File: config.mk
export PLATFORM = sky130hd
export DESIGN_NAME = assembly_token_lexer
export DESIGN_NICKNAME = d
export VERILOG_FILES = /design/src/atl_pkg.sv /design/src/assembly_token_lexer.sv /design/src/atl_front.sv /design/src/atl_queue.sv /design/src/atl_back.sv
export SDC_FILE = /design/constraint.sdc
export NUM_CORES = 1
export LEC_CHECK = 0
export BUFFER_PORTS_ARGS = -buffer_cell sky130_fd_sc_hd__buf_4
export CAP_MARGIN = 20
export CORE_ASPECT_RATIO = 1.75
export CORE_MARGIN = 2
export CORE_UTILIZATION = 45
export CTS_CLUSTER_SIZE = 14
export DETAILED_ROUTE_END_ITERATION = 10
export PLACE_DENSITY = 0.64
export RECOVER_POWER = 50
export SYNTH_ARGS = -nofsm -noshare
export SYNTH_HDL_FRONTEND = slang
export SYNTH_HIERARCHICAL = 1
export SYNTH_SLANG_ARGS = --single-unit
File: constraint.sdc
create_clock -name clk_i -period 11.3 [get_ports clk_i]
set_input_delay 2.825 -clock clk_i [delete_from_list [all_inputs] [get_ports clk_i]]
set_output_delay 2.825 -clock clk_i [all_outputs]
set_load 0.02 [all_outputs]
File: src/atl_pkg.sv
package atl_pkg;

  // Field widths fixed by the interface
  localparam int unsigned ByteW = 8;
  localparam int unsigned KindW = 4;
  localparam int unsigned LineW = 16;
  localparam int unsigned LenW  = 6;

  // Token length limit default (a token holds at most this minus one chars)
  localparam int unsigned MaxTokenLenDefault = 32;

  // Token kinds
  typedef enum logic [KindW-1:0] {
    TK_TOOLONG = 4'd0,
    TK_LABEL   = 4'd1,
    TK_NAME    = 4'd2,
    TK_NUMBER  = 4'd3,
    TK_SHARP   = 4'd4,
    TK_AT      = 4'd5,
    TK_OPEN    = 4'd6,
    TK_CLOSE   = 4'd7,
    TK_NEWLINE = 4'd8,
    TK_END     = 4'd9,
    TK_INVALID = 4'd10
  } tok_kind_e;

  // Event kinds
  localparam logic EV_TEXT = 1'b0;
  localparam logic EV_DONE = 1'b1;

  // Special characters
  localparam logic [ByteW-1:0] CH_SEMI  = 8'h3B;
  localparam logic [ByteW-1:0] CH_SHARP = 8'h23;
  localparam logic [ByteW-1:0] CH_AT    = 8'h40;
  localparam logic [ByteW-1:0] CH_OPEN  = 8'h5B;
  localparam logic [ByteW-1:0] CH_CLOSE = 8'h5D;
  localparam logic [ByteW-1:0] CH_COLON = 8'h3A;
  localparam logic [ByteW-1:0] CH_NL    = 8'h0A;

  // One result
  typedef struct packed {
    logic             event_kind;
    tok_kind_e        token_kind;
    logic [ByteW-1:0] text_char;
    logic [LineW-1:0] line_number;
  } result_t;

  // All results of one item: first always present, second optional
  typedef struct packed {
    logic    has_second;
    result_t first;
    result_t second;
  } packet_t;

endpackage

File: src/assembly_token_lexer.sv
// Assembler lexer: takes one source byte (or an end-of-input mark) per item
// and produces token events: one per token character, one per completed
// token, each tagged with the current line number and a flag on the last
// result of its item. The front end classifies one item per cycle while the
// queue is not full and queues its results (up to two) in a two-entry queue;
// the back end delivers one result per cycle, unless stalled, through a
// registered output. An item's first result passes through the queue and
// then the output register. Sustained rate is one item per cycle without
// output stalls. An end-of-input item that closes an open name, number or
// comment has two results, which the single output register delivers in turn.
module assembly_token_lexer #(
  parameter int unsigned MaxTokenLen = atl_pkg::MaxTokenLenDefault
) (
  input  logic                      clk_i,
  input  logic                      rst_ni,
  input  logic                      in_valid_i,
  output logic                      in_stall_o,
  input  logic [atl_pkg::ByteW-1:0] source_byte_i,
  input  logic                      end_of_input_i,
  output logic                      out_valid_o,
  input  logic                      out_stall_i,
  output logic                      event_kind_o,
  output logic [atl_pkg::KindW-1:0] token_kind_o,
  output logic [atl_pkg::ByteW-1:0] text_char_o,
  output logic [atl_pkg::LineW-1:0] line_number_o,
  output logic                      last_result_o
);
  import atl_pkg::*;

  logic    full, push, pop, head_valid;
  packet_t push_data, head_data;

  atl_front #(
    .MaxTokenLen(MaxTokenLen)
  ) u_front (
    .clk_i         (clk_i),
    .rst_ni        (rst_ni),
    .in_valid_i    (in_valid_i),
    .in_stall_o    (in_stall_o),
    .source_byte_i (source_byte_i),
    .end_of_input_i(end_of_input_i),
    .full_i        (full),
    .push_o        (push),
    .packet_o      (push_data)
  );

  atl_queue u_queue (
    .clk_i       (clk_i),
    .rst_ni      (rst_ni),
    .push_i      (push),
    .push_data_i (push_data),
    .full_o      (full),
    .pop_i       (pop),
    .head_valid_o(head_valid),
    .head_data_o (head_data)
  );

  atl_back u_back (
    .clk_i        (clk_i),
    .rst_ni       (rst_ni),
    .head_valid_i (head_valid),
    .head_data_i  (head_data),
    .pop_o        (pop),
    .out_valid_o  (out_valid_o),
    .out_stall_i  (out_stall_i),
    .event_kind_o (event_kind_o),
    .token_kind_o (token_kind_o),
    .text_char_o  (text_char_o),
    .line_number_o(line_number_o),
    .last_result_o(last_result_o)
  );

endmodule

File: src/atl_front.sv
module atl_front #(
  parameter int unsigned MaxTokenLen = atl_pkg::MaxTokenLenDefault
) (
  input  logic                     clk_i,
  input  logic                     rst_ni,
  input  logic                     in_valid_i,
  output logic                     in_stall_o,
  input  logic [atl_pkg::ByteW-1:0] source_byte_i,
  input  logic                     end_of_input_i,
  input  logic                     full_i,
  output logic                     push_o,
  output atl_pkg::packet_t         packet_o
);
  import atl_pkg::*;

  typedef enum logic [1:0] {
    MODE_IDLE    = 2'd0,
    MODE_NAME    = 2'd1,
    MODE_NUMBER  = 2'd2,
    MODE_COMMENT = 2'd3
  } mode_e;

  localparam logic [LenW-1:0] LenLimit = LenW'(MaxTokenLen - 1);

  mode_e            mode_q, mode_d;
  logic [LenW-1:0]  len_q, len_d;
  logic [LineW-1:0] line_q, line_d;
  logic             done_q, done_d;

  logic             accept;
  logic [ByteW-1:0] ch;
  logic             is_letter, is_dec, is_hex, is_blank, member;
  logic [1:0]       n_res;
  result_t          r0, r1;

  assign accept     = in_valid_i && !full_i;
  assign in_stall_o = full_i;

  // Fold to upper case and classify
  always_comb begin
    ch = source_byte_i;
    if (source_byte_i >= 8'h61 && source_byte_i <= 8'h7A) begin
      ch = source_byte_i - 8'h20;
    end
    is_letter = (ch >= 8'h41) && (ch <= 8'h5A);
    is_dec    = (ch >= 8'h30) && (ch <= 8'h39);
    is_hex    = is_dec || ((ch >= 8'h41) && (ch <= 8'h46));
    is_blank  = (ch == 8'h20) || (ch == 8'h09) || (ch == 8'h0B) ||
                (ch == 8'h0C) || (ch == 8'h0D);
    member    = (mode_q == MODE_NAME) ? (is_letter || is_dec) : is_hex;
  end

  // Next state and results of the current item
  always_comb begin
    mode_d = mode_q;
    len_d  = len_q;
    line_d = line_q;
    done_d = done_q;
    n_res  = 2'd0;
    r0     = '{event_kind: EV_DONE, token_kind: TK_END, text_char: '0, line_number: '0};
    r1     = r0;

    if (done_q) begin
      n_res = 2'd1;
    end else if (end_of_input_i) begin
      unique case (mode_q)
        MODE_NAME: begin
          r0.token_kind = TK_NAME;
          n_res = 2'd2;
        end
        MODE_NUMBER: begin
          r0.token_kind = TK_NUMBER;
          n_res = 2'd2;
        end
        MODE_COMMENT: begin
          line_d = line_q + 1'b1;
          r0.token_kind = TK_NEWLINE;
          n_res = 2'd2;
        end
        default: begin
          n_res = 2'd1;
        end
      endcase
      mode_d = MODE_IDLE;
      len_d  = '0;
      done_d = 1'b1;
    end else begin
      unique case (mode_q)
        MODE_NAME, MODE_NUMBER: begin
          n_res = 2'd1;
          if (member) begin
            if (len_q >= LenLimit) begin
              r0.token_kind = TK_TOOLONG;
              mode_d = MODE_IDLE;
              len_d  = '0;
            end else begin
              r0.event_kind = EV_TEXT;
              r0.token_kind = (mode_q == MODE_NAME) ? TK_NAME : TK_NUMBER;
              r0.text_char  = ch;
              len_d = len_q + 1'b1;
            end
          end else begin
            if (mode_q == MODE_NAME) begin
              r0.token_kind = (ch == CH_COLON) ? TK_LABEL : TK_NAME;
            end else begin
              r0.token_kind = TK_NUMBER;
            end
            mode_d = MODE_IDLE;
            len_d  = '0;
          end
        end
        MODE_COMMENT: begin
          if (ch == CH_NL) begin
            line_d = line_q + 1'b1;
            r0.token_kind = TK_NEWLINE;
            n_res  = 2'd1;
            mode_d = MODE_IDLE;
          end
        end
        default: begin
          if (is_blank) begin
            n_res = 2'd0;
          end else if (is_letter || is_dec) begin
            // Token start: first char is taken unchecked (the limit is assumed to be at least one)
            r0.event_kind = EV_TEXT;
            r0.token_kind = is_letter ? TK_NAME : TK_NUMBER;
            r0.text_char  = ch;
            n_res  = 2'd1;
            mode_d = is_letter ? MODE_NAME : MODE_NUMBER;
            len_d  = LenW'(1);
          end else if (ch == CH_SEMI) begin
            mode_d = MODE_COMMENT;
          end else begin
            n_res = 2'd1;
            case (ch)
              CH_SHARP: r0.token_kind = TK_SHARP;
              CH_AT:    r0.token_kind = TK_AT;
              CH_OPEN:  r0.token_kind = TK_OPEN;
              CH_CLOSE: r0.token_kind = TK_CLOSE;
              CH_NL: begin
                line_d = line_q + 1'b1;
                r0.token_kind = TK_NEWLINE;
              end
              default: begin
                r0.token_kind = TK_INVALID;
                r0.text_char  = ch;
              end
            endcase
          end
        end
      endcase
    end

    r0.line_number = line_d;
    r1.line_number = line_d;
  end

  assign push_o              = accept && (n_res != 2'd0);
  assign packet_o.has_second = (n_res == 2'd2);
  assign packet_o.first      = r0;
  assign packet_o.second     = r1;

  // Lexer state
  always_ff @(posedge clk_i or negedge rst_ni) begin
    if (!rst_ni) begin
      mode_q <= MODE_IDLE;
      len_q  <= '0;
      line_q <= LineW'(1);
      done_q <= 1'b0;
    end else if (accept) begin
      mode_q <= mode_d;
      len_q  <= len_d;
      line_q <= line_d;
      done_q <= done_d;
    end
  end

endmodule

File: src/atl_queue.sv
module atl_queue (
  input  logic             clk_i,
  input  logic             rst_ni,
  input  logic             push_i,
  input  atl_pkg::packet_t push_data_i,
  output logic             full_o,
  input  logic             pop_i,
  output logic             head_valid_o,
  output atl_pkg::packet_t head_data_o
);
  import atl_pkg::*;

  localparam int unsigned Depth = 2;

  packet_t    mem_q [Depth];
  logic       wr_ptr_q, rd_ptr_q;
  logic [1:0] count_q;
  logic       do_push, do_pop;

  assign full_o       = (count_q == 2'(Depth));
  assign head_valid_o = (count_q != 2'd0);
  assign head_data_o  = mem_q[rd_ptr_q];
  assign do_push      = push_i && !full_o;
  assign do_pop       = pop_i && head_valid_o;

  // Entry storage
  always_ff @(posedge clk_i) begin
    if (do_push) begin
      mem_q[wr_ptr_q] <= push_data_i;
    end
  end

  // Pointers and fill count
  always_ff @(posedge clk_i or negedge rst_ni) begin
    if (!rst_ni) begin
      wr_ptr_q <= 1'b0;
      rd_ptr_q <= 1'b0;
      count_q  <= '0;
    end else begin
      if (do_push) wr_ptr_q <= ~wr_ptr_q;
      if (do_pop)  rd_ptr_q <= ~rd_ptr_q;
      if (do_push && !do_pop) begin
        count_q <= count_q + 1'b1;
      end else if (do_pop && !do_push) begin
        count_q <= count_q - 1'b1;
      end
    end
  end

endmodule

File: src/atl_back.sv
module atl_back (
  input  logic                      clk_i,
  input  logic                      rst_ni,
  input  logic                      head_valid_i,
  input  atl_pkg::packet_t          head_data_i,
  output logic                      pop_o,
  output logic                      out_valid_o,
  input  logic                      out_stall_i,
  output logic                      event_kind_o,
  output logic [atl_pkg::KindW-1:0] token_kind_o,
  output logic [atl_pkg::ByteW-1:0] text_char_o,
  output logic [atl_pkg::LineW-1:0] line_number_o,
  output logic                      last_result_o
);
  import atl_pkg::*;

  logic    valid_q;
  logic    sub_q;
  result_t res_q, res_d;
  logic    last_q, last_d;
  logic    load;

  // Output register takes a new result when empty or being drained
  assign load = head_valid_i && (!valid_q || !out_stall_i);

  always_comb begin
    if (sub_q) begin
      res_d  = head_data_i.second;
      last_d = 1'b1;
    end else begin
      res_d  = head_data_i.first;
      last_d = !head_data_i.has_second;
    end
  end

  // Packet leaves the queue with its last result
  assign pop_o = load && last_d;

  always_ff @(posedge clk_i or negedge rst_ni) begin
    if (!rst_ni) begin
      valid_q <= 1'b0;
      sub_q   <= 1'b0;
    end else begin
      if (load) begin
        valid_q <= 1'b1;
        sub_q   <= !last_d;
      end else if (!out_stall_i) begin
        valid_q <= 1'b0;
      end
    end
  end

  always_ff @(posedge clk_i) begin
    if (load) begin
      res_q  <= res_d;
      last_q <= last_d;
    end
  end

  assign out_valid_o   = valid_q;
  assign event_kind_o  = res_q.event_kind;
  assign token_kind_o  = res_q.token_kind;
  assign text_char_o   = res_q.text_char;
  assign line_number_o = res_q.line_number;
  assign last_result_o = last_q;

endmodule
==> results of run 1 <==
## cell usage in the layout (no fill, tap or decap), types with 6 or more instances in the layout
| cell type | instances |
|---|---|
| a31oi_1 | 12 |
| clkbuf_1 | 40 |
| mux2i_1 | 8 |
| conb_1 | 13 |
| and2_1 | 6 |
| mux2_4 | 31 |
| and2_0 | 6 |
| buf_4 | 12 |
| nand3_1 | 20 |
| a221oi_1 | 6 |
| o21ai_0 | 35 |
| mux2_2 | 30 |
| o31ai_1 | 6 |
| nand2_1 | 62 |
| o211ai_1 | 7 |
| edfxtp_1 | 148 |
| nor2_1 | 37 |
| and3_1 | 9 |
| mux2_1 | 29 |
| dfrtp_1 | 30 |
| inv_1 | 16 |
| nand4_1 | 11 |
| nor3_1 | 7 |
| clkbuf_16 | 17 |
| o22ai_1 | 6 |
| nand2b_1 | 7 |
| o21a_1 | 6 |
| xnor2_1 | 6 |
| ha_1 | 8 |
| a21oi_1 | 43 |
## synthesized netlist by cell type, drive strengths merged (4+ instances only)
master,instances
xnor2,6
nor2b,5
nand2b,7
o22ai,6
o221ai,4
dfrtp,30
mux2,90
a22oi,4
nor4,4
or4,4
buf,46
nor3,7
or2,4
a21oi,43
and2,12
clkbuf,34
edfxtp,148
mux2i,8
o31ai,6
and3,10
nor2,38
o211ai,7
a21o,5
nand3,21
a31oi,12
o31a,4
a211oi,4
inv,16
o21a,6
ha,8
o21ai,35
a221oi,6
a31o,4
nand2,63
nand4,11
a41oi,4
## metal layers
layer	vias to the layer above	track usage (%)
li1	2871	-
met1	3081	21.11
met2	218	33.22
met3	67	3.721
met4	0	10.84
met5	-	0
## logic make-up (layout without fill, tap and decap cells)
group / count (synthesis) / in the layout / synth area share [%]
buf+inv: 98 / 101 / 6.480
xor+xnor: 9 / 9 / 0.8248
fa+ha+maj: 8 / 8 / 1.047
simple gates: 198 / 198 / 10.46
mux: 98 / 98 / 13.80
other cells: 2 / 13 / 0.07857
compound gates: 178 / 178 / 12.69
flops: 179 / 179 / 54.63
## registers in the layout, indices dropped and copies added, names as in the netlist, 2 cells and up
name                  count
u_queue/count_q           2
u_queue/mem_q           118
u_back/text_char_o        8
u_back/token_kind_o       4
u_back/line_number_o     16
u_front/line_q           16
u_front/mode_q            2
u_front/len_q             6
## metrics by stage
stage | utilization (%) | hold slack, ns | power, mW
floorplan | - | 0.4564 | 1.575
global placement | 46.79 | 0.4739 | 1.701
detailed placement | 46.79 | 0.4778 | 1.723
CTS | 49.33 | 0.4864 | 2.257
global route | 48.07 | 0.5028 | 2.245
finish | 48.07 | 0.4834 | 2.136
## worst register-to-register path, stage by stage (launching register included)
cell and delay (ns):
dfrtp_1 1.20, clkbuf_1 1.76, mux2_4 0.37, nand2b_1 0.14
and2_0 0.17, nand2_2 0.08, ha_1 0.20, xor2_1 0.14
nor2_1 0.11, xor2_1 0.15
## area by class of cell
| type | count | area, µm² | area share (%) |
|---|---|---|---|
| flip-flops and latches | 179 | 5221 | 52.10 |
| repair buffers | 51 | 236.5 | 2.360 |
| clock inverters | 13 | 86.33 | 0.8615 |
| clock buffers | 19 | 442.9 | 4.420 |
| multi-input cells | 504 | 3651 | 36.43 |
| inverters | 18 | 67.56 | 0.6742 |
| well taps | 252 | 315.3 | 3.146 |
## report_power, final
group | switching [mW] | leakage (nW) | internal, mW | total [mW]
combinational | 0.346 | 1.51 | 0.260 | 0.606
clock | 0.243 | 0.247 | 0.286 | 0.529
sequential | 0.0729 | 1.73 | 0.929 | 1.00
## final timing paths
check | endpoint | slack [ns] | cells after the start
worst max-delay path | u_queue/mem_q[0][7] | 4.83 | 12
max in group asynchronous | u_back/sub_q | 7.17 | 1
worst max register to register | u_queue/count_q[1] | 6.91 | 9
worst min register to register | u_queue/count_q[1] | 0.48 | 1
worst min-delay path | u_queue/count_q[1] | 0.48 | 1
min in group asynchronous | u_front/line_q[6] | 2.96 | 1
==> insert_results.sql, run 1 <==
INSERT INTO impl_metrics (metric_group, metric, value, unit) VALUES
('global_routing', 'grt_use_total', '18.93', '%'),
('final_layout', 'flow.area_growth_from_synthesis', '4.844', '%'),
('clock_network', 'clk_pin_slew_worst_paths', '0.06', 'ns'),
('yosys', 'seq_area_frac_synth', '54.63', '%'),
('drt', 'remaining_drc_errors', '0', ''),
('critical_path', 'cp_data_arrival_time', '6.52', 'ns'),
('place', 'dp_hpwl', '14.14', 'mm'),
('floorplanning', 'fp.dieH', '196.8', 'µm'),
('run_status', 'run_status', 'finished with violations', ''),
('sta', 'slew_headroom', '-57.40', '%'),
('clock_network', 'worst_skew_pair.late_latency', '0.43', 'ns'),
('sta', 'crit_share_post_route', '57.29', '%'),
('critical_path', 'worstSetupPathType', 'input pin to register', ''),
('final_layout', 'stdcell_count', '1036', ''),
('floorplanning', 'floorplan.die.width', '114.2', 'µm'),
('place', 'dp.cells', '1002', ''),
('yosys', 'ys_ff_latch', '179', ''),
('place', 'routability_driven_placement_congestion_ratio', '0.9094', ''),
('critical_path', 'worst_setup_path_start_kind', 'input pin', ''),
('pwr', 'power-per-cell-area', '213.2', 'nW/µm²'),
('worst_hold_path', 'timing.hold.worst.start', 'u_queue/count_q[1]', ''),
('yosys', 'cells_taking_the_most_area_after_synthesis', 'edfxtp_1, mux2_4, dfrtp_1', ''),
('yosys', 'synthesis.area', '9558', 'µm²'),
('drt', 'vias', '6237', ''),
('critical_path', 'timing.critical_path.fanout_max', '59', ''),
('yosys', 'synth-edff-count', '148', ''),
('clock_network', 'cts_buffer_depth', '2', ''),
('sta', 'slew_viol_final', '84', ''),
('critical_path', 'crit_slowest_cell', 'a21oi_1', ''),
('drt', 'met2RoutedLength', '10.66', 'mm'),
('final_layout', 'layout.nets', '792', ''),
('yosys', 'ys_async_sr_fraction', '17.32', '%'),
('place', 'post_dp_cell_area', '9753', 'µm²'),
('sta', 'finalSetupViolCount', '0', ''),
('clock_network', 'post-cts-setup-buffers', '0', ''),
('clock_network', 'clk_root_buffer_cell', 'clkbuf_16', ''),
('yosys', 'post_synth_inst_count', '770', ''),
('final_layout', 'antenna-diode-count', '0', ''),
('job', 'max-cap-violations', '3', ''),
('floorplanning', 'start_util', '45.85', '%'),
('critical_path', 'crit_path_end_kind', 'register', ''),
('sta', 'timing.final.hold_violations', '0', ''),
('run_status', 'violations', 'capacitance limit, slew limit', ''),
('yosys', 'netlist.top_cell.by_area', 'edfxtp_1', ''),
('critical_path', 'worst-path-buf-inv', '3', ''),
('clock_network', 'cts_hold_buffers', '0', ''),
('drt', 'route.final.wire_length', '20.68', 'mm'),
('global_routing', 'grt_start_max_net_pins', '61', ''),
('global_routing', 'grt_antenna_before_repair', '0', ''),
('floorplanning', 'row_count', '70', ''),
('critical_path', 'cp_cell_sequence', 'clkbuf_1 -> inv_1 -> ha_1 -> and3b_1 -> nand2_1 -> a21oi_1 -> a211oi_1 -> a21o_1 -> a21oi_1 -> nand2_1 -> nor2_4 -> buf_4', ''),
('critical_path', 'cp_data_required_time', '11.35', 'ns'),
('critical_path', 'crit-reg2reg-launch', 'u_queue/rd_ptr_q', ''),
('sta', 'setup_total_negative_slack', '0', 'ns'),
('sta', 'timing.fmax', '154.5', 'MHz'),
('drt', 'maxUsedRoutingLayer', 'met4', ''),
('yosys', 'synth.avg_cell_area', '12.41', 'µm²'),
('clock_network', 'cts_buffers', '17', ''),
('yosys', 'synth_flop_cell', 'edfxtp_1', ''),
('pwr', 'power.static_leakage', '3.491', 'nW'),
('clock_network', 'post_cts_resize_count', '0', ''),
('place', 'place.port_buffers', '44', ''),
('final_layout', 'drive_above_1_share', '15.18', '%'),
('place', 'detailedPlace.worstSlack', '4.856', 'ns'),
('global_routing', 'grt_first_pass_wirelength', '32.62', 'mm'),
('drt', 'avgViaCountPerCell', '6.020', ''),
('critical_path', 'crit_path_start', 'source_byte_i[5]', ''),
('drt', 'drt-pass1-iter-count', '5', ''),
('drt', 'drtAntennaViolNets', '0', ''),
('yosys', 'synthDistinctLibCells', '76', ''),
('drt', 'drt-initial-drc-count', '383', '');
No activity file was read; power rests on OpenSTA's default activity.
==> inputs of run 2 (changes only) <==
Clock period 11.3 ns to 6.5 ns, I/O delays scaled along.
==> run 2 against run 1 <==
Net effect: the flow still finishes with violations (capacitance limit, slew limit); hold slack better by 0.017 ns; register-to-register slack lost 4.6 ns; die area unchanged; clock power increased by 95%; clock skew down 0.0058 ns; sequential power grew 71%; routed wire length down 0.23%; first-iteration DRC count rose by 37%; power is 80% higher; non-clock buffer count up 2; critical path type unchanged; largest cell class unchanged.
==> insert_results.sql, run 2 (synthesis results as in run 1) <==
INSERT INTO impl_metrics (metric_group, metric, value, unit) VALUES
('global_routing', 'grt_use_total', '18.94', '%'),
('floorplanning', 'die-area', '22470', 'µm²'),
('final_layout', 'layout_common_cells', 'edfxtp_1, nand2_1, a21oi_1', ''),
('sta', 'timing.final.hold_violations', '0', ''),
('drt', 'drt-initial-drc-count', '524', ''),
('drt', 'route.final.wire_length', '20.64', 'mm'),
('floorplanning', 'core_region_area', '20850', 'µm²'),
('pwr', 'power-per-cell-area', '381.3', 'nW/µm²'),
('pwr', 'vdd_ir_drop_max', '0.1775', 'mV'),
('place', 'dp_hpwl', '14.23', 'mm'),
('clock_network', 'post_cts_resize_count', '0', ''),
('floorplanning', 'fp.dieH', '196.8', 'µm'),
('floorplanning', 'row_count', '70', ''),
('drt', 'drtAntennaViolNets', '0', ''),
('final_layout', 'antenna-diode-count', '0', ''),
('clock_network', 'cts_buffer_depth', '2', ''),
('clock_network', 'clk_root_buffer_cell', 'clkbuf_16', ''),
('global_routing', 'congestion_overflow_gr', '0', ''),
('clock_network', 'cts_buffers', '17', ''),
('job', 'max-cap-violations', '4', ''),
('sta', 'setup_total_negative_slack', '0', 'ns'),
('drt', 'vias', '6280', ''),
('final_layout', 'mostFrequentLayoutCell', 'edfxtp_1', ''),
('final_layout', 'layout.nets', '794', ''),
('clock_network', 'htree_num_levels', '4', ''),
('global_routing', 'grt_first_pass_wirelength', '32.78', 'mm'),
('global_routing', 'via_count_of_the_first_global_routing_pass', '6260', ''),
('drt', 'drt-pass1-iter-count', '6', ''),
('final_layout', 'final_util', '48.45', '%'),
('run_status', 'violations', 'capacitance limit, slew limit', ''),
('critical_path', 'worstSetupPathType', 'input pin to register', ''),
('final_layout', 'flow.area_growth_from_synthesis', '5.668', '%'),
('final_layout', 'largest_register_ffs', '118', ''),
('place', 'place.port_buffers', '44', ''),
('final_layout', 'filler_cell_count', '1888', ''),
('sta', 'whs', '0.5004', 'ns'),
('floorplanning', 'start_util', '45.85', '%'),
('sta', 'slew_viol_final', '129', ''),
('clock_network', 'cts_tree', 'yes', ''),
('sta', 'unrepaired_setup_endpoints_after_global_routing', 'no', ''),
('worst_hold_path', 'timing.hold.worst.class', 'register to register', ''),
('clock_network', 'post-cts-setup-buffers', '0', ''),
('sta', 'finalSetupViolCount', '0', ''),
('pwr', 'power.static_leakage', '3.530', 'nW'),
('critical_path', 'crit_path_end_kind', 'register', ''),
('place', 'routability_driven_placement_congestion_ratio', '0.9069', ''),
('sta', 'crit_share_post_route', '78.57', '%'),
('run_status', 'run_status', 'finished with violations', ''),
('sta', 'max_slew.worst_pin.slew', '3.443', 'ns'),
('floorplanning', 'io_pins', '45', ''),
('drt', 'avgViaCountPerCell', '6.050', ''),
('place', 'post_dp_cell_area', '9776', 'µm²'),
('drt', 'wl_per_cell', '19.88', 'µm'),
('clock_network', 'worst_skew_pair.late_latency', '0.42', 'ns'),
('clock_network', 'cts.sink_count', '179', ''),
('global_routing', 'grt_antenna_before_repair', '0', ''),
('critical_path', 'cp_data_required_time', '6.60', 'ns'),
('critical_path', 'worst_setup_path_start_kind', 'input pin', ''),
('clock_network', 'clk_pin_slew_worst_paths', '0.07', 'ns'),
('final_layout', 'drive_above_1_share', '15.52', '%'),
('clock_network', 'cts_hold_buffers', '0', ''),
('sta', 'slew_headroom', '-129.6', '%'),
('sta', 'period_minus_slack', '5.107', 'ns'),
('final_layout', 'design_area', '10100', 'µm²'),
('floorplanning', 'floorplan.die.width', '114.2', 'µm'),
('drt', 'remaining_drc_errors', '0', ''),
('final_layout', 'largest-register', 'u_queue/mem_q', ''),
('global_routing', 'grt_start_max_net_pins', '60', ''),
('sta', 'timing.fmax', '195.8', 'MHz'),
('critical_path', 'timing.critical_path.fanout_max', '24', ''),
('critical_path', 'cp_data_arrival_time', '5.20', 'ns'),
('sta', 'timing.clock.skew', '0.008161', 'ns');
==> run 2: final timing paths <==
check | cells after the start | slack [ns] | to | from
worst max-delay path | 12 | 1.39 | u_queue/mem_q[1][6] | source_byte_i[5]
worst min-delay path | 1 | 0.50 | u_queue/count_q[1] | u_queue/count_q[1]
worst max register to register | 3 | 2.27 | u_back/line_number_o[7] | u_queue/rd_ptr_q
worst min register to register | 1 | 0.50 | u_queue/count_q[1] | u_queue/count_q[1]
max in group asynchronous | 1 | 3.59 | u_queue/count_q[1] | rst_ni
min in group asynchronous | 1 | 1.76 | u_front/line_q[4] | rst_ni
==> run 2: through the flow <==
step	std cells	worst slack (ns)	power [mW]
floorplan	781	0.07675	2.737
global placement	1005	1.627	2.962
detailed placement	1005	1.594	3.010
CTS	1037	2.036	4.043
global route	1038	1.007	4.027
finish	1038	1.393	3.851
==> run 2: final cells by class <==
class | instances | area (µm²) | area share, %
flip-flops and latches | 179 | 5221 | 51.70
multi-input cells | 504 | 3651 | 36.15
clock buffers | 17 | 425.4 | 4.212
well taps | 252 | 315.3 | 3.122
repair buffers | 53 | 247.7 | 2.453
clock inverters | 15 | 171.4 | 1.697
inverters | 18 | 67.56 | 0.6690
==> run 2: per-layer routing <==
layer	GRT usage (%)	vias up	wire length [µm]	part of all wire, %
li1	-	2891	-	-
met1	21.45	3075	7998	39
met2	32.78	255	10730	52
met3	3.167	59	943	4.6
met4	11.92	0	964	4.7
met5	0	-	0	0
==> run 2: worst max-delay path, cell delays in order <==
cell      delay [ns]
clkbuf_1        0.47
inv_1           0.21
ha_1            0.37
and3b_1         0.19
nand2_1         0.12
a21oi_1         0.19
clkbuf_1        0.49
a211oi_1        0.15
a21o_1          0.19
a21oi_1         0.16
and3_2          0.60
buf_4           0.42
==> run 2: power by group <==
part           switching, mW  leakage (nW)  total [mW]  internal [mW]
sequential            0.0935          1.73        1.71           1.61
clock                  0.448         0.279        1.03          0.578
combinational          0.650          1.52        1.12          0.468
total                   1.19          3.53        3.85           2.66
